## src/rtl/i2cseq_pkg.sv

```systemverilog
`default_nettype none
package i2cseq_pkg;

  localparam int AddrW = 11;
  localparam int LenW  = 12;
  localparam int ByteW = 8;

  localparam logic [7:0] CtrlBase       = 8'hA0;
  localparam logic [7:0] PollTimeoutRst = 8'd20;
  localparam int         MaxResults     = 3;

  typedef enum logic [2:0] {
    FN_READ  = 3'd0,
    FN_WRITE = 3'd1,
    FN_DATA  = 3'd2,
    FN_RESP  = 3'd3,
    FN_TICK  = 3'd4
  } func_e;

  typedef enum logic [2:0] {
    KIND_START = 3'd0,
    KIND_STOP  = 3'd1,
    KIND_WRITE = 3'd2,
    KIND_ACK   = 3'd3,
    KIND_NACK  = 3'd4,
    KIND_NEED  = 3'd5,
    KIND_RDATA = 3'd6,
    KIND_DONE  = 3'd7
  } kind_e;

  typedef enum logic [3:0] {
    PH_IDLE, PH_R_START, PH_R_CTRL, PH_R_ADDR, PH_R_RESTART, PH_R_CTRL2,
    PH_R_DATA, PH_W_START, PH_W_CTRL, PH_W_ADDR, PH_W_NEED, PH_W_DATA,
    PH_P_START, PH_P_CTRL, PH_P_WAIT
  } phase_e;

  typedef struct packed {
    kind_e            kind;
    logic [ByteW-1:0] byte_value;
    logic             status;
    logic             last;
  } res_t;

  // Up to three results produced by one input beat, in order from res[0].
  typedef struct packed {
    logic [1:0]            n;
    res_t [MaxResults-1:0] res;
  } push_t;

  function automatic res_t mk_res(kind_e k, logic [ByteW-1:0] v, logic st);
    res_t r;
    r.kind       = k;
    r.byte_value = v;
    r.status     = st;
    r.last       = 1'b0;
    return r;
  endfunction

  // Control byte: device code, the three block bits of the address, read bit.
  function automatic logic [7:0] ctrl_byte(logic [AddrW-1:0] a, logic rd);
    return CtrlBase | {4'b0000, a[10:8], 1'b0} | {7'b0000000, rd};
  endfunction

endpackage
`default_nettype wire

```

## src/rtl/i2c_eeprom_transaction_sequencer_top.sv

```systemverilog
`default_nettype none
// Sequencer for a 2 KiB I2C EEPROM with 16-byte pages. The host sends read
// and write requests, write data bytes, bus responses and millisecond ticks
// on the slave stream; the block answers with bus commands, data requests,
// read data and a final done beat on the master stream. Each input beat is
// handled in the cycle it is accepted and its results (zero to three) are
// queued. The result queue sends one beat per cycle while m_axis_tready is
// high and takes a new input beat whenever it holds at most one result, so
// the block accepts one beat per cycle as long as the output is not stalled
// and each beat yields at most one result. The acknowledge polling timeout
// is set through the configuration write port and resets to 20 ticks.
module i2c_eeprom_transaction_sequencer_top
  import i2cseq_pkg::*;
#(
  parameter int MEM_BYTES  = 2048,
  parameter int PAGE_BYTES = 16
) (
  input  wire logic        clk_i,
  input  wire logic        rst_ni,
  input  wire logic        cfg_we_i,
  input  wire logic [7:0]  cfg_wdata_i,
  input  wire logic        s_axis_tvalid,
  output logic             s_axis_tready,
  // start_address[10:0], byte_count[22:11], write_data[30:23], bus_ok[31],
  // bus_data[39:32]
  input  wire logic [39:0] s_axis_tdata,
  // func[2:0]
  input  wire logic [2:0]  s_axis_tuser,
  output logic             m_axis_tvalid,
  input  wire logic        m_axis_tready,
  // byte_value[7:0], status[8], zero[15:9]
  output logic [15:0]      m_axis_tdata,
  // kind[2:0]
  output logic [2:0]       m_axis_tuser,
  output logic             m_axis_tlast
);

  push_t push;
  res_t  head;
  logic  room;
  logic  accept;

  assign s_axis_tready = room;
  assign accept        = s_axis_tvalid && room;

  i2cseq_core #(
    .MEM_BYTES (MEM_BYTES),
    .PAGE_BYTES(PAGE_BYTES)
  ) u_core (
    .clk_i      (clk_i),
    .rst_ni     (rst_ni),
    .cfg_we_i   (cfg_we_i),
    .cfg_wdata_i(cfg_wdata_i),
    .accept_i   (accept),
    .func_i     (s_axis_tuser),
    .addr_i     (s_axis_tdata[10:0]),
    .len_i      (s_axis_tdata[22:11]),
    .wdata_i    (s_axis_tdata[30:23]),
    .ok_i       (s_axis_tdata[31]),
    .bdata_i    (s_axis_tdata[39:32]),
    .push_o     (push)
  );

  i2cseq_outq u_outq (
    .clk_i  (clk_i),
    .rst_ni (rst_ni),
    .push_i (push),
    .room_o (room),
    .valid_o(m_axis_tvalid),
    .ready_i(m_axis_tready),
    .head_o (head)
  );

  assign m_axis_tdata = {7'b0000000, head.status, head.byte_value};
  assign m_axis_tuser = head.kind;
  assign m_axis_tlast = head.last;

endmodule
`default_nettype wire

```

## src/rtl/i2cseq_core.sv

```systemverilog
`default_nettype none
module i2cseq_core
  import i2cseq_pkg::*;
#(
  parameter int MEM_BYTES  = 2048,
  parameter int PAGE_BYTES = 16
) (
  input  wire logic             clk_i,
  input  wire logic             rst_ni,
  input  wire logic             cfg_we_i,
  input  wire logic [7:0]       cfg_wdata_i,
  input  wire logic             accept_i,
  input  wire logic [2:0]       func_i,
  input  wire logic [AddrW-1:0] addr_i,
  input  wire logic [LenW-1:0]  len_i,
  input  wire logic [ByteW-1:0] wdata_i,
  input  wire logic             ok_i,
  input  wire logic [ByteW-1:0] bdata_i,
  output push_t                 push_o
);

  localparam int ChunkW     = $clog2(PAGE_BYTES + 1);
  localparam int RecipShift = 17;
  localparam int Recip      = ((1 << RecipShift) + PAGE_BYTES - 1) / PAGE_BYTES;
  localparam int RecipW     = $clog2(Recip + 1);
  localparam int ProdW      = AddrW + RecipW;
  localparam int QuotW      = ProdW - RecipShift;

  phase_e            phase_q, phase_d;
  logic [AddrW-1:0]  addr_q, addr_d;
  logic [LenW-1:0]   rem_q, rem_d;
  logic [ChunkW-1:0] chunk_q, chunk_d;
  logic [7:0]        poll_q, poll_d;
  logic [7:0]        timeout_q;

  // Page split: offset inside the page by reciprocal multiply, exact for
  // every 11-bit address.
  logic [AddrW-1:0]  pg_addr;
  logic [LenW-1:0]   pg_rem;
  logic [ProdW-1:0]  pg_prod;
  logic [QuotW-1:0]  pg_quot;
  logic [AddrW-1:0]  pg_base;
  logic [AddrW-1:0]  pg_off_full;
  logic [ChunkW-1:0] pg_space;
  logic [ChunkW-1:0] pg_chunk;

  assign pg_addr     = (phase_q == PH_IDLE) ? addr_i : addr_q;
  assign pg_rem      = (phase_q == PH_IDLE) ? len_i : rem_q;
  assign pg_prod     = ProdW'(pg_addr) * ProdW'(Recip);
  assign pg_quot     = pg_prod[ProdW-1:RecipShift];
  assign pg_base     = AddrW'(pg_quot) * AddrW'(PAGE_BYTES);
  assign pg_off_full = pg_addr - pg_base;
  assign pg_space    = ChunkW'(PAGE_BYTES) - pg_off_full[ChunkW-1:0];
  assign pg_chunk    = (pg_rem < LenW'(pg_space)) ? pg_rem[ChunkW-1:0] : pg_space;

  logic [LenW:0]    room;
  logic             range_bad;
  logic [AddrW-1:0] addr_inc;
  logic [AddrW-1:0] addr_prev;
  logic [LenW-1:0]  rem_dec;
  logic [ChunkW-1:0] chunk_dec;
  logic [7:0]       poll_inc;

  assign room      = (LenW+1)'(MEM_BYTES) - (LenW+1)'(addr_i);
  assign range_bad = (len_i == '0) || ((LenW+1)'(addr_i) >= (LenW+1)'(MEM_BYTES)) ||
                     ({1'b0, len_i} > room);
  assign addr_inc  = addr_q + AddrW'(1);
  assign addr_prev = addr_q - AddrW'(1);
  assign rem_dec   = (rem_q != '0) ? rem_q - LenW'(1) : rem_q;
  assign chunk_dec = (chunk_q != '0) ? chunk_q - ChunkW'(1) : chunk_q;
  assign poll_inc  = (poll_q == 8'hFF) ? poll_q : poll_q + 8'd1;

  always_comb begin
    logic [1:0]            n;
    res_t [MaxResults-1:0] res;
    n       = 2'd0;
    res     = '0;
    phase_d = phase_q;
    addr_d  = addr_q;
    rem_d   = rem_q;
    chunk_d = chunk_q;
    poll_d  = poll_q;
    if (accept_i) begin
      case (func_i)
        FN_READ, FN_WRITE: begin
          if (phase_q == PH_IDLE) begin
            if (range_bad) begin
              res[n] = mk_res(KIND_DONE, 8'h00, 1'b1); n = n + 2'd1;
            end else begin
              addr_d  = addr_i;
              rem_d   = len_i;
              chunk_d = '0;
              poll_d  = '0;
              res[n] = mk_res(KIND_START, 8'h00, 1'b0); n = n + 2'd1;
              if (func_i == FN_WRITE) begin
                chunk_d = pg_chunk;
                phase_d = PH_W_START;
              end else begin
                phase_d = PH_R_START;
              end
            end
          end
        end
        FN_DATA: begin
          if (phase_q == PH_W_NEED) begin
            res[n] = mk_res(KIND_WRITE, wdata_i, 1'b0); n = n + 2'd1;
            phase_d = PH_W_DATA;
          end
        end
        FN_RESP: begin
          case (phase_q)
            PH_R_START, PH_W_START: begin
              if (!ok_i) begin
                res[n] = mk_res(KIND_DONE, 8'h00, 1'b1); n = n + 2'd1;
                phase_d = PH_IDLE;
              end else begin
                res[n] = mk_res(KIND_WRITE, ctrl_byte(addr_q, 1'b0), 1'b0); n = n + 2'd1;
                phase_d = (phase_q == PH_R_START) ? PH_R_CTRL : PH_W_CTRL;
              end
            end
            PH_R_CTRL, PH_R_ADDR, PH_R_RESTART, PH_R_CTRL2, PH_W_CTRL, PH_W_ADDR,
            PH_W_DATA: begin
              if (!ok_i) begin
                res[n] = mk_res(KIND_STOP, 8'h00, 1'b0); n = n + 2'd1;
                res[n] = mk_res(KIND_DONE, 8'h00, 1'b1); n = n + 2'd1;
                phase_d = PH_IDLE;
              end else begin
                case (phase_q)
                  PH_R_CTRL, PH_W_CTRL: begin
                    res[n] = mk_res(KIND_WRITE, addr_q[7:0], 1'b0); n = n + 2'd1;
                    phase_d = (phase_q == PH_R_CTRL) ? PH_R_ADDR : PH_W_ADDR;
                  end
                  PH_R_ADDR: begin
                    res[n] = mk_res(KIND_START, 8'h00, 1'b0); n = n + 2'd1;
                    phase_d = PH_R_RESTART;
                  end
                  PH_R_RESTART: begin
                    res[n] = mk_res(KIND_WRITE, ctrl_byte(addr_q, 1'b1), 1'b0); n = n + 2'd1;
                    phase_d = PH_R_CTRL2;
                  end
                  PH_R_CTRL2: begin
                    res[n] = mk_res((rem_q > LenW'(1)) ? KIND_ACK : KIND_NACK, 8'h00, 1'b0);
                    n = n + 2'd1;
                    phase_d = PH_R_DATA;
                  end
                  PH_W_ADDR: begin
                    res[n] = mk_res(KIND_NEED, 8'h00, 1'b0); n = n + 2'd1;
                    phase_d = PH_W_NEED;
                  end
                  PH_W_DATA: begin
                    addr_d  = addr_inc;
                    rem_d   = rem_dec;
                    chunk_d = chunk_dec;
                    if ((chunk_dec != '0) && (rem_dec != '0)) begin
                      res[n] = mk_res(KIND_NEED, 8'h00, 1'b0); n = n + 2'd1;
                      phase_d = PH_W_NEED;
                    end else begin
                      // Page done: close it; poll, or fail if timeout is 0.
                      chunk_d = '0;
                      poll_d  = '0;
                      res[n] = mk_res(KIND_STOP, 8'h00, 1'b0); n = n + 2'd1;
                      if (timeout_q == '0) begin
                        res[n] = mk_res(KIND_DONE, 8'h00, 1'b1); n = n + 2'd1;
                        phase_d = PH_IDLE;
                      end else begin
                        res[n] = mk_res(KIND_START, 8'h00, 1'b0); n = n + 2'd1;
                        phase_d = PH_P_START;
                      end
                    end
                  end
                  default: ;
                endcase
              end
            end
            PH_R_DATA: begin
              // The data phase takes the byte whatever the acknowledge says.
              res[n] = mk_res(KIND_RDATA, bdata_i, 1'b0); n = n + 2'd1;
              addr_d = addr_inc;
              rem_d  = rem_dec;
              if (rem_dec != '0) begin
                res[n] = mk_res((rem_dec > LenW'(1)) ? KIND_ACK : KIND_NACK, 8'h00, 1'b0);
                n = n + 2'd1;
              end else begin
                res[n] = mk_res(KIND_STOP, 8'h00, 1'b0); n = n + 2'd1;
                res[n] = mk_res(KIND_DONE, 8'h00, 1'b0); n = n + 2'd1;
                phase_d = PH_IDLE;
              end
            end
            PH_P_START: begin
              if (!ok_i) begin
                phase_d = PH_P_WAIT;
              end else begin
                res[n] = mk_res(KIND_WRITE, ctrl_byte(addr_prev, 1'b0), 1'b0); n = n + 2'd1;
                phase_d = PH_P_CTRL;
              end
            end
            PH_P_CTRL: begin
              res[n] = mk_res(KIND_STOP, 8'h00, 1'b0); n = n + 2'd1;
              if (!ok_i) begin
                phase_d = PH_P_WAIT;
              end else if (rem_q != '0) begin
                chunk_d = pg_chunk;
                res[n] = mk_res(KIND_START, 8'h00, 1'b0); n = n + 2'd1;
                phase_d = PH_W_START;
              end else begin
                res[n] = mk_res(KIND_DONE, 8'h00, 1'b0); n = n + 2'd1;
                phase_d = PH_IDLE;
              end
            end
            default: ;
          endcase
        end
        FN_TICK: begin
          if ((phase_q == PH_P_START) || (phase_q == PH_P_CTRL)) begin
            poll_d = poll_inc;
          end else if (phase_q == PH_P_WAIT) begin
            poll_d = poll_inc;
            if (poll_inc >= timeout_q) begin
              res[n] = mk_res(KIND_DONE, 8'h00, 1'b1); n = n + 2'd1;
              phase_d = PH_IDLE;
            end else begin
              res[n] = mk_res(KIND_START, 8'h00, 1'b0); n = n + 2'd1;
              phase_d = PH_P_START;
            end
          end
        end
        default: ;
      endcase
    end
    if (n != 2'd0) begin
      res[n - 2'd1].last = 1'b1;
    end
    push_o.n   = n;
    push_o.res = res;
  end

  always_ff @(posedge clk_i or negedge rst_ni) begin
    if (!rst_ni) begin
      phase_q   <= PH_IDLE;
      addr_q    <= '0;
      rem_q     <= '0;
      chunk_q   <= '0;
      poll_q    <= '0;
      timeout_q <= PollTimeoutRst;
    end else begin
      phase_q <= phase_d;
      addr_q  <= addr_d;
      rem_q   <= rem_d;
      chunk_q <= chunk_d;
      poll_q  <= poll_d;
      if (cfg_we_i) begin
        timeout_q <= cfg_wdata_i;
      end
    end
  end

  a_need_has_chunk: assert property (@(posedge clk_i) disable iff (!rst_ni)
    (phase_q == PH_W_NEED) |-> (chunk_q != '0) && (rem_q != '0))
    else $error("data requested with an empty page chunk");

  a_read_has_bytes: assert property (@(posedge clk_i) disable iff (!rst_ni)
    (phase_q == PH_R_DATA) |-> (rem_q != '0))
    else $error("read data phase with no bytes left");

  a_tick_outside_poll: assert property (@(posedge clk_i) disable iff (!rst_ni)
    accept_i && (func_i == FN_TICK) && (phase_q != PH_P_START) &&
    (phase_q != PH_P_CTRL) && (phase_q != PH_P_WAIT) |-> (push_o.n == 2'd0) &&
    (poll_d == poll_q) && (phase_d == phase_q))
    else $error("tick outside polling changed the sequencer");

endmodule
`default_nettype wire

```

## src/rtl/i2cseq_outq.sv

```systemverilog
`default_nettype none
module i2cseq_outq
  import i2cseq_pkg::*;
(
  input  wire logic  clk_i,
  input  wire logic  rst_ni,
  input  wire push_t push_i,
  output logic       room_o,
  output logic       valid_o,
  input  wire logic  ready_i,
  output res_t       head_o
);

  localparam int Depth = MaxResults + 1;
  localparam int CntW  = $clog2(Depth + 1);
  localparam int IdxW  = $clog2(Depth);

  res_t [Depth-1:0] slots_q, slots_d;
  logic [CntW-1:0]  cnt_q, cnt_d;
  logic             pop;

  assign valid_o = (cnt_q != '0);
  assign head_o  = slots_q[0];
  assign pop     = valid_o && ready_i;
  // Room for a full burst of results, so one beat can enter every cycle
  // while the previous beat's result drains.
  assign room_o  = (cnt_q <= CntW'(1));

  always_comb begin
    logic [CntW-1:0] base;
    slots_d = slots_q;
    if (pop) begin
      for (int i = 0; i < Depth - 1; i++) begin
        slots_d[i] = slots_q[i + 1];
      end
    end
    base = cnt_q - CntW'(pop);
    for (int k = 0; k < MaxResults; k++) begin
      if (2'(k) < push_i.n) begin
        slots_d[IdxW'(base + CntW'(k))] = push_i.res[k];
      end
    end
    cnt_d = base + CntW'(push_i.n);
  end

  always_ff @(posedge clk_i or negedge rst_ni) begin
    if (!rst_ni) begin
      cnt_q <= '0;
    end else begin
      cnt_q <= cnt_d;
    end
  end

  always_ff @(posedge clk_i) begin
    slots_q <= slots_d;
  end

  a_push_needs_room: assert property (@(posedge clk_i) disable iff (!rst_ni)
    (push_i.n != 2'd0) |-> room_o)
    else $error("results pushed into a full result queue");

  a_count_bound: assert property (@(posedge clk_i) disable iff (!rst_ni)
    cnt_q <= CntW'(Depth))
    else $error("result queue count out of range");

  a_head_held: assert property (@(posedge clk_i) disable iff (!rst_ni)
    valid_o && !ready_i |=> valid_o && $stable(head_o))
    else $error("waiting result beat changed before it was taken");

endmodule
`default_nettype wire

```

## config.mk

```make
export PLATFORM = sky130hd
export DESIGN_NAME = i2c_eeprom_transaction_sequencer_top
export DESIGN_NICKNAME = d
export VERILOG_FILES = /design/src/rtl/i2cseq_pkg.sv /design/src/rtl/i2c_eeprom_transaction_sequencer_top.sv /design/src/rtl/i2cseq_core.sv /design/src/rtl/i2cseq_outq.sv
export SDC_FILE = /design/constraint.sdc
export NUM_CORES = 1
export LEC_CHECK = 0
export BUFFER_PORTS_ARGS = -buffer_cell sky130_fd_sc_hd__buf_2
export CORE_UTILIZATION = 39
export CTS_CLUSTER_SIZE = 14
export DETAILED_ROUTE_END_ITERATION = 10
export PLACE_DENSITY = 0.59
export SYNTH_ARGS = -nofsm -noshare
export SYNTH_HDL_FRONTEND = slang
export SYNTH_SLANG_ARGS = --single-unit
```

## constraint.sdc

```tcl
create_clock -name clk_i -period 3.5 [get_ports clk_i]
set_input_delay 0.525 -clock clk_i [delete_from_list [all_inputs] [get_ports clk_i]]
set_output_delay 0.525 -clock clk_i [all_outputs]
set_load 0.01 [all_outputs]
```

Word level (Yosys, flattened, before mapping) --
Cells that the tools add are included.
Storage, ports and cells: register bits after elaboration 103, bits of input ports 56
Cells by class: $add $sub $neg 13, magnitude comparators 17, equal/unequal tests 38, mux-type cells 113, reduce and logical (&&, ||, !) cells 31
Operators with widths (number):
- 13-bit 2-to-1 mux | 18
- 52-bit bitwise mux | 3
- 52-bit 2-to-1 mux | 3
- 13-bit case mux with 5 select lines | 2
- 39-bit 2-to-1 mux | 3
- 13-bit demux with 2-bit select | 4
- 12-bit 2-to-1 mux | 8
- 8-bit 2-to-1 mux | 9
- 4-bit 2-to-1 mux | 14
- 5-bit 2-to-1 mux | 11
- 26-bit 2-to-1 mux | 2
- 13-bit case mux with 4 select lines | 1
- 12-bit case mux with 2 select lines | 2
- 11-bit 2-to-1 mux | 4
- 11-bit case mux with 2 select lines | 2
- 39-bit bitwise mux | 1
- 13-bit case mux with 3 select lines | 1
- 4-bit == test, second input constant | 7
- 12-bit by 1-bit > comparator with 1-bit output, second input constant | 2
- 4-bit case mux with 6 select lines | 1
- 8-bit case mux with 3 select lines | 1
- 12-bit nonzero test | 2
- 4-bit case mux with 5 select lines | 1
- 5-bit case mux with 2 select lines | 2
- other kinds (58) | 108

Logic depth before layout (Yosys ltp) --
Gate-level depths: netlist (run 1).
depth in word-level cells 23, mapped depth 17, gate-level depth less buffers 16

Modules after synthesis --
Synthesis (run 1) repeated with hierarchy kept, for this count alone.
Unflattened totals: cells, all modules 1250, area, all modules 9467.8 µm²
By module, submodules not included:
- i2cseq_core | instances 1, cells an instance 809, area an instance 5910.7 µm², sequential area each 1203.7 µm²
- i2cseq_outq | instances 1, cells an instance 432, area an instance 3494.6 µm², sequential area each 1116.1 µm²
- i2c_eeprom_transaction_sequencer_top | instances 1, cells an instance 9, area an instance 62.6 µm², sequential area each 0.0 µm²

Least setup slack after synthesis (run 1) --
No wires, ideal clock.
path kind input to register, from in s_axis_tdata[9], to reg u_core.addr_q[2], setup time 77 ps, arrival 3591 ps, required time 3423 ps, setup slack -169 ps, cell stages on the path 13, path buffers 1, cell sequence or4_1 or3_1 ha_1 and3_1 and3_1 o311ai_0 a21oi_1 o31ai_1 nand3_1 a311oi_1 clkbuf_1 a21oi_1 a21oi_1
On the way: longest elaborated chain between the ends 5
Ends and longest elaborated chain:
- start: declaration | RTL line i2c_eeprom_transaction_sequencer_top.sv:26 | input wire logic [39:0] s_axis_tdata,
- 12-bit by 11-bit subtractor with 13-bit output | RTL line i2cseq_core.sv:64 | assign room = (LenW+1)'(MEM_BYTES) - (LenW+1)'(addr_i);
- 12-bit by 13-bit > comparator with 1-bit output | RTL line i2cseq_core.sv:66 | ({1'b0, len_i} > room);
- 1-bit logical OR | RTL line i2cseq_core.sv:65 | assign range_bad = (len_i == '0) || ((LenW+1)'(addr_i) >= (LenW+1)'(MEM_BYTES)) ||
- 2-bit != test (no line)
- 7-bit AND reduction (no line)
- end signal: assignment | RTL line i2cseq_core.sv:247 | addr_q <= addr_d;
- end: declaration | RTL line i2cseq_core.sv:30 | logic [AddrW-1:0] addr_q, addr_d;
Every way passes these cells. A chain may end at the register's enable or synchronous reset.

Worst setup path in the final report (run 1) --
from in s_axis_tdata[6], to reg u_core.poll_q[3]
On the way: longest elaborated chain between the ends 5
Ends and longest elaborated chain:
- 12-bit by 11-bit subtractor with 13-bit output | RTL line i2cseq_core.sv:64
- 12-bit by 13-bit > comparator with 1-bit output | RTL line i2cseq_core.sv:66
- 1-bit logical OR | RTL line i2cseq_core.sv:65
- 2-bit != test (no line)
- 9-bit AND reduction (no line)
- end signal: assignment | RTL line i2cseq_core.sv:250 | poll_q <= poll_d;
- end: declaration | RTL line i2cseq_core.sv:33 | logic [7:0] poll_q, poll_d;
Every way passes these cells.

==> results of run 1 <==
==> flip-flops by register name (all words and copies together), names as in the netlist <==
name	flops
u_outq.head_o	13
u_outq.cnt_q	3
u_core.chunk_q	5
u_core.phase_q	4
u_core.timeout_q	8
u_core.addr_q	11
u_outq.slots_q	39
u_core.poll_q	8
u_core.rem_q	12
==> final timing paths <==
| path | startpoint | endpoint | cells after the start |
|---|---|---|---|
| setup / recovery | s_axis_tdata[6] | u_core.poll_q[3] | 12 |
| hold / removal | rst_ni | u_core.rem_q[1] | 1 |
| setup reg to reg | u_core.poll_q[0] | u_outq.head_o[1] | 17 |
| hold reg to reg | u_outq.slots_q[44] | u_outq.slots_q[44] | 2 |
| max in group asynchronous | rst_ni | u_core.timeout_q[2] | 2 |
| min in group clk_i | cfg_wdata_i[3] | u_core.timeout_q[3] | 3 |
==> cell usage after synthesis, types with 6 or more instances <==
library cell,n
mux2i_1,56
nand4_1,8
nor3_1,25
or4_1,7
buf_4,20
nor2_1,121
o22a_1,11
mux2_2,6
a31oi_1,12
o31ai_1,6
nor2b_1,8
xnor2_1,17
buf_2,10
a21o_1,7
clkbuf_1,56
dfxtp_1,52
buf_1,6
nand2b_1,13
o311ai_0,6
xor2_1,7
dfrtp_1,49
nor4_1,16
ha_1,38
o21ai_0,77
nand2_1,133
nand3_1,38
a211oi_1,23
or3_1,11
inv_1,30
o22ai_1,16
and2_1,6
a21oi_1,78
o211ai_1,8
a22oi_1,12
==> kinds of logic after synthesis <==
logic type	count (synthesis)	synth area share, %
AND/OR/NAND/NOR	408	22.6
AO/OA/AOI/OAI	325	26.2
buffers and inverters	129	7.00
flip-flops	103	28.0
multiplexers	62	7.59
adder cells (fa/ha/maj)	39	5.99
XOR/XNOR	24	2.54
other	1	0.0453
==> timing repair <==
action,CTS,global route
hold endpoints to repair,0,0
hold buffers,0,0
setup endpoints to repair,58,72
cloned,0,1
resized for setup,10,60
pin swaps,2,26
setup buffers,1,12
==> metal layers <==
layer | part of all wire [%] | up-vias
li1 | - | 4223
met1 | 48 | 4059
met2 | 45 | 263
met3 | 5.6 | 35
met4 | 1.7 | 2
met5 | 0.031 | -
==> stage by stage <==
step | area, um2 | util (%)
after floorplan | 8340 | -
after global placement | 9520 | 46.4
after detailed placement | 9520 | 46.4
after CTS | 9890 | 48.2
after global routing | 10200 | 49.8
final | 10200 | 49.8
==> power groups by stage <==
stage / clock network (mW) / logic [mW] / registers [mW]
2_1_floorplan: 0 / 2.72 / 1.73
6_report: 1.06 / 4.10 / 1.84
5_1_grt: 1.13 / 4.49 / 1.88
4_1_cts: 1.09 / 3.90 / 1.82
3_5_place_dp: 0 / 3.87 / 1.84
3_3_place_gp: 0 / 3.84 / 1.84
==> cells in the final DEF, fill, tap and decap left out, drive strengths merged, types with 25 or more instances in the layout <==
master	netlist	layout
mux2i	56	56
ha	38	38
nor3	25	25
o21ai	80	80
nand3	38	38
a21oi	78	78
dfxtp	52	52
nand2	133	133
inv	32	34
nor2	121	121
dfrtp	49	49
buf	37	198
==> worst max-delay path, cell delays in order <==
cell and delay, ps:
buf_6 90, or4_4 550, or3_4 410, ha_4 220, and3_4 160, a221oi_2 270, a21oi_2 120, o31ai_2 310
nand3_2 170, or3_4 460, or2_4 280, o31ai_4 160
==> cell type report <==
type / instances / area (um2)
fillers: 2039 / 10300
flip-flops and latches: 103 / 2320
multi-input cells: 865 / 5700
well taps: 270 / 338
inverters: 36 / 135
clock inverters: 7 / 88.8
repair buffers: 198 / 1400
clock buffers: 9 / 225
==> summary.md, run 1 <==
| Metric | Value |
|---|---|
| Die H | 148 um |
| Fin. Hold Viols | 0 |
| Clock share of power | 15.2% |
| DRC | 0 |
| Remaining antenna violation count after routing | 0 |
| Maximum level of the CTS H-tree | 3 |
| Die area | 21,800 um2 |
| I/O pins | 78 |
| Period minus WS final | 3460 ps |
| CTS Root Cell | clkbuf_16 |
| Starting Density | 40.4% |
| Worst reg-to-reg setup slack | 100 ps |
| Area contributors post-synth | dfrtp_1 (15%), dfxtp_1 (13%), mux2i_1 (6.8%) |
| Max-slew headroom | 56.0% |
| Diodes inserted | 0 |
| P_sw | 3.28 mW |
| Least-Margin Pin Slew | 653 ps |
| Met2 usage | 35.4% |
| Internal power | 3.71 mW |
| Maximum VDD drop | 0.267 mV |
| Worst hold margin | 149 ps |
| # clock sinks | 103 |
| Initial DRC Count | 709 |
| Synth area leader | dfrtp_1 |
| Setup slack after layout | 41.6 ps |
| Max_cap viols | 0 |
| Synth top area share | 14.8% |
| CP Data Required Time | 3780 ps |
| Setup tns final | 0 ps |
| Latest clock arrival within the worst-skew pair | 370 ps |
| CTS tree | built |
| Worst Setup Start Kind | input pin |
| NumNets Final | 1,308 |
| Unrepaired setup endpoints after global routing | yes |
| Crit path DAT | 3730 ps |
| Synth Warn # | 0 |
| Top FF cell, synth | dfxtp_1 |
| Sequential power share | 26.3% |
| Finished Layout Cells | 1,488 |
| Busiest grt layer | met2 |
| Final Cycle Share | 98.8% |
| Gate Count Post-Synth | 1,091 |
| Clock Skew | 10.9 ps |
| Flop and latch count out of synthesis | 103 |
| Hold WC Path Type | input pin to asynchronous set/reset pin |
| First-pass GRT wire length | 40.4 mm |
| M3 GR Usage | 3.49% |
| Placed Cells | 1,458 |
| Switching Fraction | 46.9% |
| Dpl hpwl | 18.5 mm |
| Fraction of layout cells with a size suffix above 1 | 23.9% |
| Die width | 148 um |
| Synth cell types | 80 |
| Slew Limit Fails | 0 |
| Gr usage total | 23.1% |
| Area growth syn-to-layout | 23.4% |
| Antenna violations before repair | 1 |
| Ys async rst share | 49.5% |
| Leak | 4.47 nW |
| Sequential area share after synthesis | 28.0% |
| Crit Path Class | input pin to register |
| Port buffer count | 70 |
| Mean Syn Cell Area | 7.58 um2 |
| Number of synthesized flops with an enable pin | 0 |
| Final setup fails | 0 |
| CTS Buf Count | 9 |
| Largest net degree at the start of global routing | 44 |
| Outcome | completed |
| 1st-pass router iterations | 5 |
| Routing usage on met1 | 33.5% |
| Grt ovf | 0 |
| Placer congestion estimate | 0.936 |
| Clock-pin slew on the worst setup and hold paths | 80 ps |
| Dpl ws | -620 ps |
| WL/cell | 17.1 um |
| Final WL | 25.4 mm |
| CTS Buffer Depth | 2 |
| Comb pwr share | 58.6% |
| Row count | 52 |
| Peak Freq | 289 MHz |
| Pwr Density | 685 nW/um2 |
| Max FO, Critical Path | 5 |
| Total Power | 6.99 mW |
| Via density | 5.77 |
| CP Capture Type | register |
| Core ar. | 20,500 um2 |
| Synthesized area | 8270 um2 |
| Vias | 8,582 |
| Vias in the first global route | 7,680 |
Note: power is estimated with default switching activity, not from simulation.
==> run 2: changes to the inputs <==
--- a/config.mk
+++ b/config.mk
@@ -5,11 +5,13 @@
 export SDC_FILE = /design/constraint.sdc
 export NUM_CORES = 1
 export LEC_CHECK = 0
-export BUFFER_PORTS_ARGS = -buffer_cell sky130_fd_sc_hd__buf_2
 export CORE_UTILIZATION = 39
+export CTS_BUF_LIST = sky130_fd_sc_hd__clkbuf_16
 export CTS_CLUSTER_SIZE = 14
 export DETAILED_ROUTE_END_ITERATION = 10
-export PLACE_DENSITY = 0.59
+export DONT_BUFFER_PORTS = 1
+export HOLD_SLACK_MARGIN = 0.15
+export PLACE_DENSITY = 0.56
 export SYNTH_ARGS = -nofsm -noshare
 export SYNTH_HDL_FRONTEND = slang
 export SYNTH_SLANG_ARGS = --single-unit
==> run 2 against run 1 <==
Sequential share of layout area is 1.5 points higher. Core utilization is 3.0 points lower. Via count is 5.3% lower. Fmax is 2.9% higher. Critical path type is now register to register. Largest cell class unchanged. Largest power group unchanged.
==> summary.md, run 2 (synthesis gave the netlist of run 1 again) <==
| Metric | Value |
|---|---|
| CP bufs+invs | 4 |
| Crit path max-delay family | compound AO/OA/AOI/OAI gates |
| Gr usage total | 23.5% |
| DR top layer | met4 |
| Via density | 5.83 |
| Dpl ws | -431 ps |
| Sequential power share | 27.4% |
| CTS Buffer Depth | 2 |
| Largest net degree at the start of global routing | 52 |
| DP Area | 9060 um2 |
| Unrepaired setup endpoints after global routing | no |
| Reg with most FFs | u_outq.slots_q |
| Remaining antenna violation count after routing | 0 |
| CTS Buf Count | 9 |
| M1 WL | 12.3 mm |
| Period minus WS final | 3360 ps |
| Clock Skew | 16.2 ps |
| Row count | 52 |
| Dpl hpwl | 18.9 mm |
| Antenna violations before repair | 0 |
| WL/cell | 18.3 um |
| CP Capture Type | register |
| Final instance area | 9600 um2 |
| Max FO, Critical Path | 7 |
| Met3 wire length | 1.53 mm |
| Fin. Hold Viols | 0 |
| Die width | 148 um |
| Least-Margin Pin Slew | 672 ps |
| Peak Freq | 297 MHz |
| Vias in the first global route | 7,677 |
| Setup tns final | 0 ps |
| Core ar. | 20,500 um2 |
| CP max stage delay | 390 ps |
| NumNets Final | 1,214 |
| Outcome | completed |
| Clock share of power | 15.8% |
| Clock-pin slew on the worst setup and hold paths | 90 ps |
| Worst Setup Start Kind | register |
| Slew Limit Fails | 0 |
| Area growth syn-to-layout | 16.0% |
| Finished Core Util | 46.8% |
| Max_cap viols | 0 |
| Final Cycle Share | 96.1% |
| DRC | 0 |
| Commonest cells after routing, fill and taps aside | nand2_1 (129), nor2_1 (119), buf_4 (96) |
| CTS tree | built |
| Crit-path cells | inv_1 -> ha_1 -> buf_4 -> o31ai_1 -> nand2_1 -> a2111oi_4 -> and4_4 -> nand4_1 -> a211o_1 -> inv_2 -> o211ai_4 -> buf_4 -> and2_1 -> o32a_1 |
| Most frequent cell on the critical path | buf_4 |
| Commonest non-fill, non-tap cell in the layout | nand2_1 |
| Worst hold margin | 212 ps |
| Pwr Density | 710 nW/um2 |
| Internal power | 3.62 mW |
| Maximum VDD drop | 0.304 mV |
| Total Power | 6.81 mW |
| Comb pwr share | 56.8% |
| Max-slew headroom | 55.2% |
| Fraction of layout cells with a size suffix above 1 | 16.1% |
| 1st-pass router iterations | 5 |
| Final WL | 25.5 mm |
| Setup crit start | u_core.rem_q[0] |
| Vias | 8,128 |
| Crit-path slowest cell | dfrtp_1 |
| Grt ovf | 0 |
| CP Data Required Time | 3760 ps |
| Starting Density | 40.4% |
| First-pass GRT wire length | 40.7 mm |
| Routed wl met2 | 11.2 mm |
| Crit path DAT | 3620 ps |
| Reg-to-reg startpoint | u_core.rem_q[0] |
| Hold WC Path Type | input pin to register |
| Die H | 148 um |
| Setup slack after layout | 138 ps |
| Leak | 4.07 nW |
| Port buffer count | 0 |
| Diodes inserted | 0 |
| Maximum level of the CTS H-tree | 3 |
| Finished Layout Cells | 1,394 |
| Max FFs per register | 39 |
| CTS Root Cell | clkbuf_16 |
| Initial DRC Count | 571 |
| Die area | 21,800 um2 |
| Fill count | 2,062 |
| Placed Cells | 1,375 |
| Worst hold start | cfg_we_i |
| Switching Fraction | 46.8% |
| Crit Path Class | register to register |
| # clock sinks | 103 |
| P_sw | 3.19 mW |
| Latest clock arrival within the worst-skew pair | 370 ps |
| Placer congestion estimate | 0.938 |
| I/O pins | 78 |
| Final setup fails | 0 |
## run 2: changes by cell type in the layout (fill, tap and decap cells not counted), moves of 3 or more
| cell | change |
|---|---|
| o21ai_0 | +5 |
| buf_4 | -22 |
| buf_2 | -70 |
| o21ai_1 | -3 |
| buf_6 | -3 |
| or4_4 | -3 |
| or4_1 | +3 |
## run 2: path summary, 6_finish.rpt
path | cells after the start | slack, ps | end
worst max-delay path | 14 | 140 | u_outq.slots_q[49]
worst min-delay path | 1 | 210 | u_core.timeout_q[2]
worst max register to register | 14 | 140 | u_outq.slots_q[49]
worst min register to register | 2 | 470 | u_outq.slots_q[44]
max in group asynchronous | 2 | 2550 | u_core.timeout_q[2]
min in group asynchronous | 2 | 660 | u_core.rem_q[3]
## run 2: layout make-up
class,instances,area [um2],share of cell area (%)
clock buffer,9,225,2.35
clock inverter,7,86.3,0.900
inverter,36,135,1.41
multi-input combinational,865,5620,58.6
sequential,103,2320,24.2
tap,270,338,3.52
timing repair buffer,104,870,9.06
## run 2: routing by layer
layer	vias to the layer above	global-route usage, %
met2	219	36.8
met5	-	0
met4	0	6.24
met3	29	4.10
met1	3855	33.0
li1	4025	-
## run 2: what timing repair did
item / CTS / global route
pin swaps: 3 / 15
resized for setup: 6 / 33
hold endpoints to repair: 51 / 0
setup endpoints to repair: 17 / 77
hold buffers: 2 / 0
setup buffers: 0 / 2
## run 2: power by group through the flow
stage,clock (mW),sequential (mW),combinational [mW]
2_1_floorplan,0,1.73,2.72
3_3_place_gp,0,1.88,3.68
3_5_place_dp,0,1.88,3.71
4_1_cts,1.11,1.85,3.76
5_1_grt,1.14,1.91,4.28
6_report,1.08,1.86,3.87
==> run 3: changes to the inputs <==
--- a/config.mk
+++ b/config.mk
@@ -6,7 +6,7 @@
 export NUM_CORES = 1
 export LEC_CHECK = 0
 export CORE_UTILIZATION = 39
-export CTS_BUF_LIST = sky130_fd_sc_hd__clkbuf_16
+export CTS_BUF_LIST = sky130_fd_sc_hd__clkbuf_4
 export CTS_CLUSTER_SIZE = 14
 export DETAILED_ROUTE_END_ITERATION = 10
 export DONT_BUFFER_PORTS = 1
==> run 3 against run 2 <==
Count of clock-buffer cells in the layout unchanged. Critical path depth decreased by 3. Power decreased by 5.0%. Cell count grew 1.2%. Fmax shrank 0.44%. Hold slack worse by 26 ps. Register-to-register slack about the same. Sequential power hardly changed. Via count rose by 1.4%. Non-clock buffer count grew 15. Routed wire length is 1.0% higher.
==> summary.md, run 3 (synthesis gave the netlist of run 1 again) <==
| Metric | Value |
|---|---|
| Outcome | completed |
| Worst r2r path cells | 11 |
| Area of the multi-input gates | 5630 um2 |
| Reg with most FFs | u_outq.slots_q |
| First-pass GRT wire length | 40.9 mm |
| Vias | 8,239 |
| Max-slew headroom | 55.5% |
| Hold EP | u_core.addr_q[3] |
| Core ar. | 20,500 um2 |
| P_sw | 3.16 mW |
| CTS Buffer Depth | 2 |
| FF-to-FF End | u_outq.slots_q[49] |
| Max FO, Critical Path | 8 |
| Finished Layout Cells | 1,411 |
| NumNets Final | 1,229 |
| DRC | 0 |
| Placed Cells | 1,375 |
| Vias in the first global route | 7,731 |
| Register cell area after layout | 2320 um2 |
| Worst hold start | s_axis_tdata[3] |
| Slew Limit Fails | 0 |
| Via density | 5.84 |
| Final WL | 25.7 mm |
| Hold WC Path Type | input pin to register |
| Maximum VDD drop | 0.276 mV |
| CP Capture Type | register |
| Maximum level of the CTS H-tree | 3 |
| Die area | 21,800 um2 |
| Clock-pin slew on the worst setup and hold paths | 210 ps |
| Die width | 148 um |
| WHS Path Cells | 2 |
| Leak | 4.07 nW |
| Port buffer count | 0 |
| CTS Root Cell | clkbuf_4 |
| 1st-pass router iterations | 5 |
| Grt ovf | 0 |
| Area growth syn-to-layout | 16.0% |
| CTS Buf Count | 9 |
| WL/cell | 18.2 um |
| Initial DRC Count | 558 |
| Crit path DAT | 3790 ps |
| Peak Freq | 296 MHz |
| Largest net degree at the start of global routing | 52 |
| Dpl hpwl | 18.9 mm |
| Least-Margin Pin Slew | 668 ps |
| Switching Fraction | 48.9% |
| Remaining antenna violation count after routing | 0 |
| Max_cap viols | 0 |
| Worst Setup Start Kind | register |
| Max FFs per register | 39 |
| Starting Density | 40.4% |
| Fill count | 2,066 |
| Final setup fails | 0 |
| Crit Path Class | register to register |
| Pwr Density | 674 nW/um2 |
| Comb pwr share | 60.5% |
| Gr usage total | 23.6% |
| Period minus WS final | 3380 ps |
| Latest clock arrival within the worst-skew pair | 520 ps |
| Row count | 52 |
| Antenna violations before repair | 1 |
| Clock Skew | 44.6 ps |
| Die H | 148 um |
| Commonest non-fill, non-tap cell in the layout | nand2_1 |
| Placer congestion estimate | 0.938 |
| Internal power | 3.31 mW |
| Fin. Hold Viols | 0 |
| Clock share of power | 10.7% |
| I/O pins | 78 |
| CP Data Required Time | 3920 ps |
| # clock sinks | 103 |
| Final Cycle Share | 96.5% |
| Sequential power share | 28.8% |
| Worst reg-to-reg setup slack | 120 ps |
| Reg-to-reg startpoint | u_core.rem_q[5] |
| Commonest cells after routing, fill and taps aside | nand2_1 (129), nor2_1 (119), buf_4 (98) |
| Worst hold margin | 186 ps |
| CTS tree | built |
| Fraction of layout cells with a size suffix above 1 | 16.2% |
-- run 3: changes by cell type in the layout (fill, tap and decap cells not counted), sizes merged --
| cell | change |
|---|---|
| dlygate4sd3 | +13 |
| buf | +2 |
| diode | +2 |
-- run 3: worst max path at each step --
stage	from	end	slack (ps)	cells past startpoint
after detailed placement	s_axis_tdata[5]	u_core.poll_q[3]	-430	14
after CTS	u_core.poll_q[0]	u_outq.head_o[1]	9	17
after global placement	s_axis_tdata[5]	u_core.poll_q[3]	-340	13
after floorplan	s_axis_tdata[9]	u_core.poll_q[3]	4	13
final	u_core.rem_q[5]	u_outq.slots_q[49]	120	11
after global routing	u_core.rem_q[1]	u_outq.slots_q[13]	-10	15
-- run 3: power groups by stage --
stage / clock [mW] / combinational, mW / sequential (mW)
2_1_floorplan: 0 / 2.72 / 1.73
3_3_place_gp: 0 / 3.68 / 1.88
3_5_place_dp: 0 / 3.71 / 1.88
4_1_cts: 0.724 / 3.78 / 1.85
5_1_grt: 0.756 / 4.33 / 1.91
6_report: 0.692 / 3.91 / 1.86
-- run 3: stage by stage --
stage | util (%) | setup WS [ps] | instance area (um2) | setup TNS, ps | power [mW]
after detailed placement | 44.2 | -431 | 9060 | -11380 | 5.59
after global placement | 44.2 | -340 | 9060 | -9790 | 5.56
after floorplan | - | 4.18 | 8340 | 0 | 4.45
final | 46.8 | 123 | 9600 | 0 | 6.47
after global routing | 46.8 | -12.3 | 9600 | -25.8 | 7.00
after CTS | 45.9 | 9.16 | 9400 | 0 | 6.36
-- run 3: repair_timing --
item | 4_1_cts | 5_1_grt
setup buffers | 0 | 4
cloned | 0 | 0
gates resized for setup | 7 | 34
pin swaps | 3 | 15
hold buffers | 15 | 0
setup endpoints to repair | 21 | 59
hold endpoints to repair | 68 | 0
-- run 3: final cells by class --
class	instances	area share, %
antenna	2	0.0521
tap	270	3.52
clock inverter	7	0.899
inverter	36	1.41
multi-input combinational	865	58.7
sequential	103	24.2
clock buffer	9	0.704
timing repair buffer	119	10.6
-- run 3: metal layers --
layer,share of wire [%],GRT usage [%],up-vias
li1,-,-,4063
met1,48,33.2,3918
met2,44,37.1,221
met3,5.9,4.07,37
met4,2.0,6.13,0
met5,0,0,-
-- run 3: critical path, cell delays in order, from the launching register on --
cell       delay, ps
dfrtp_1          490
or4_1            670
a2111oi_4        290
xnor2_1          210
and4_4           290
nand4_1          100
a211o_1          310
inv_2            120
o211ai_4         120
buf_4            200
and2_1           160
o32a_1           310
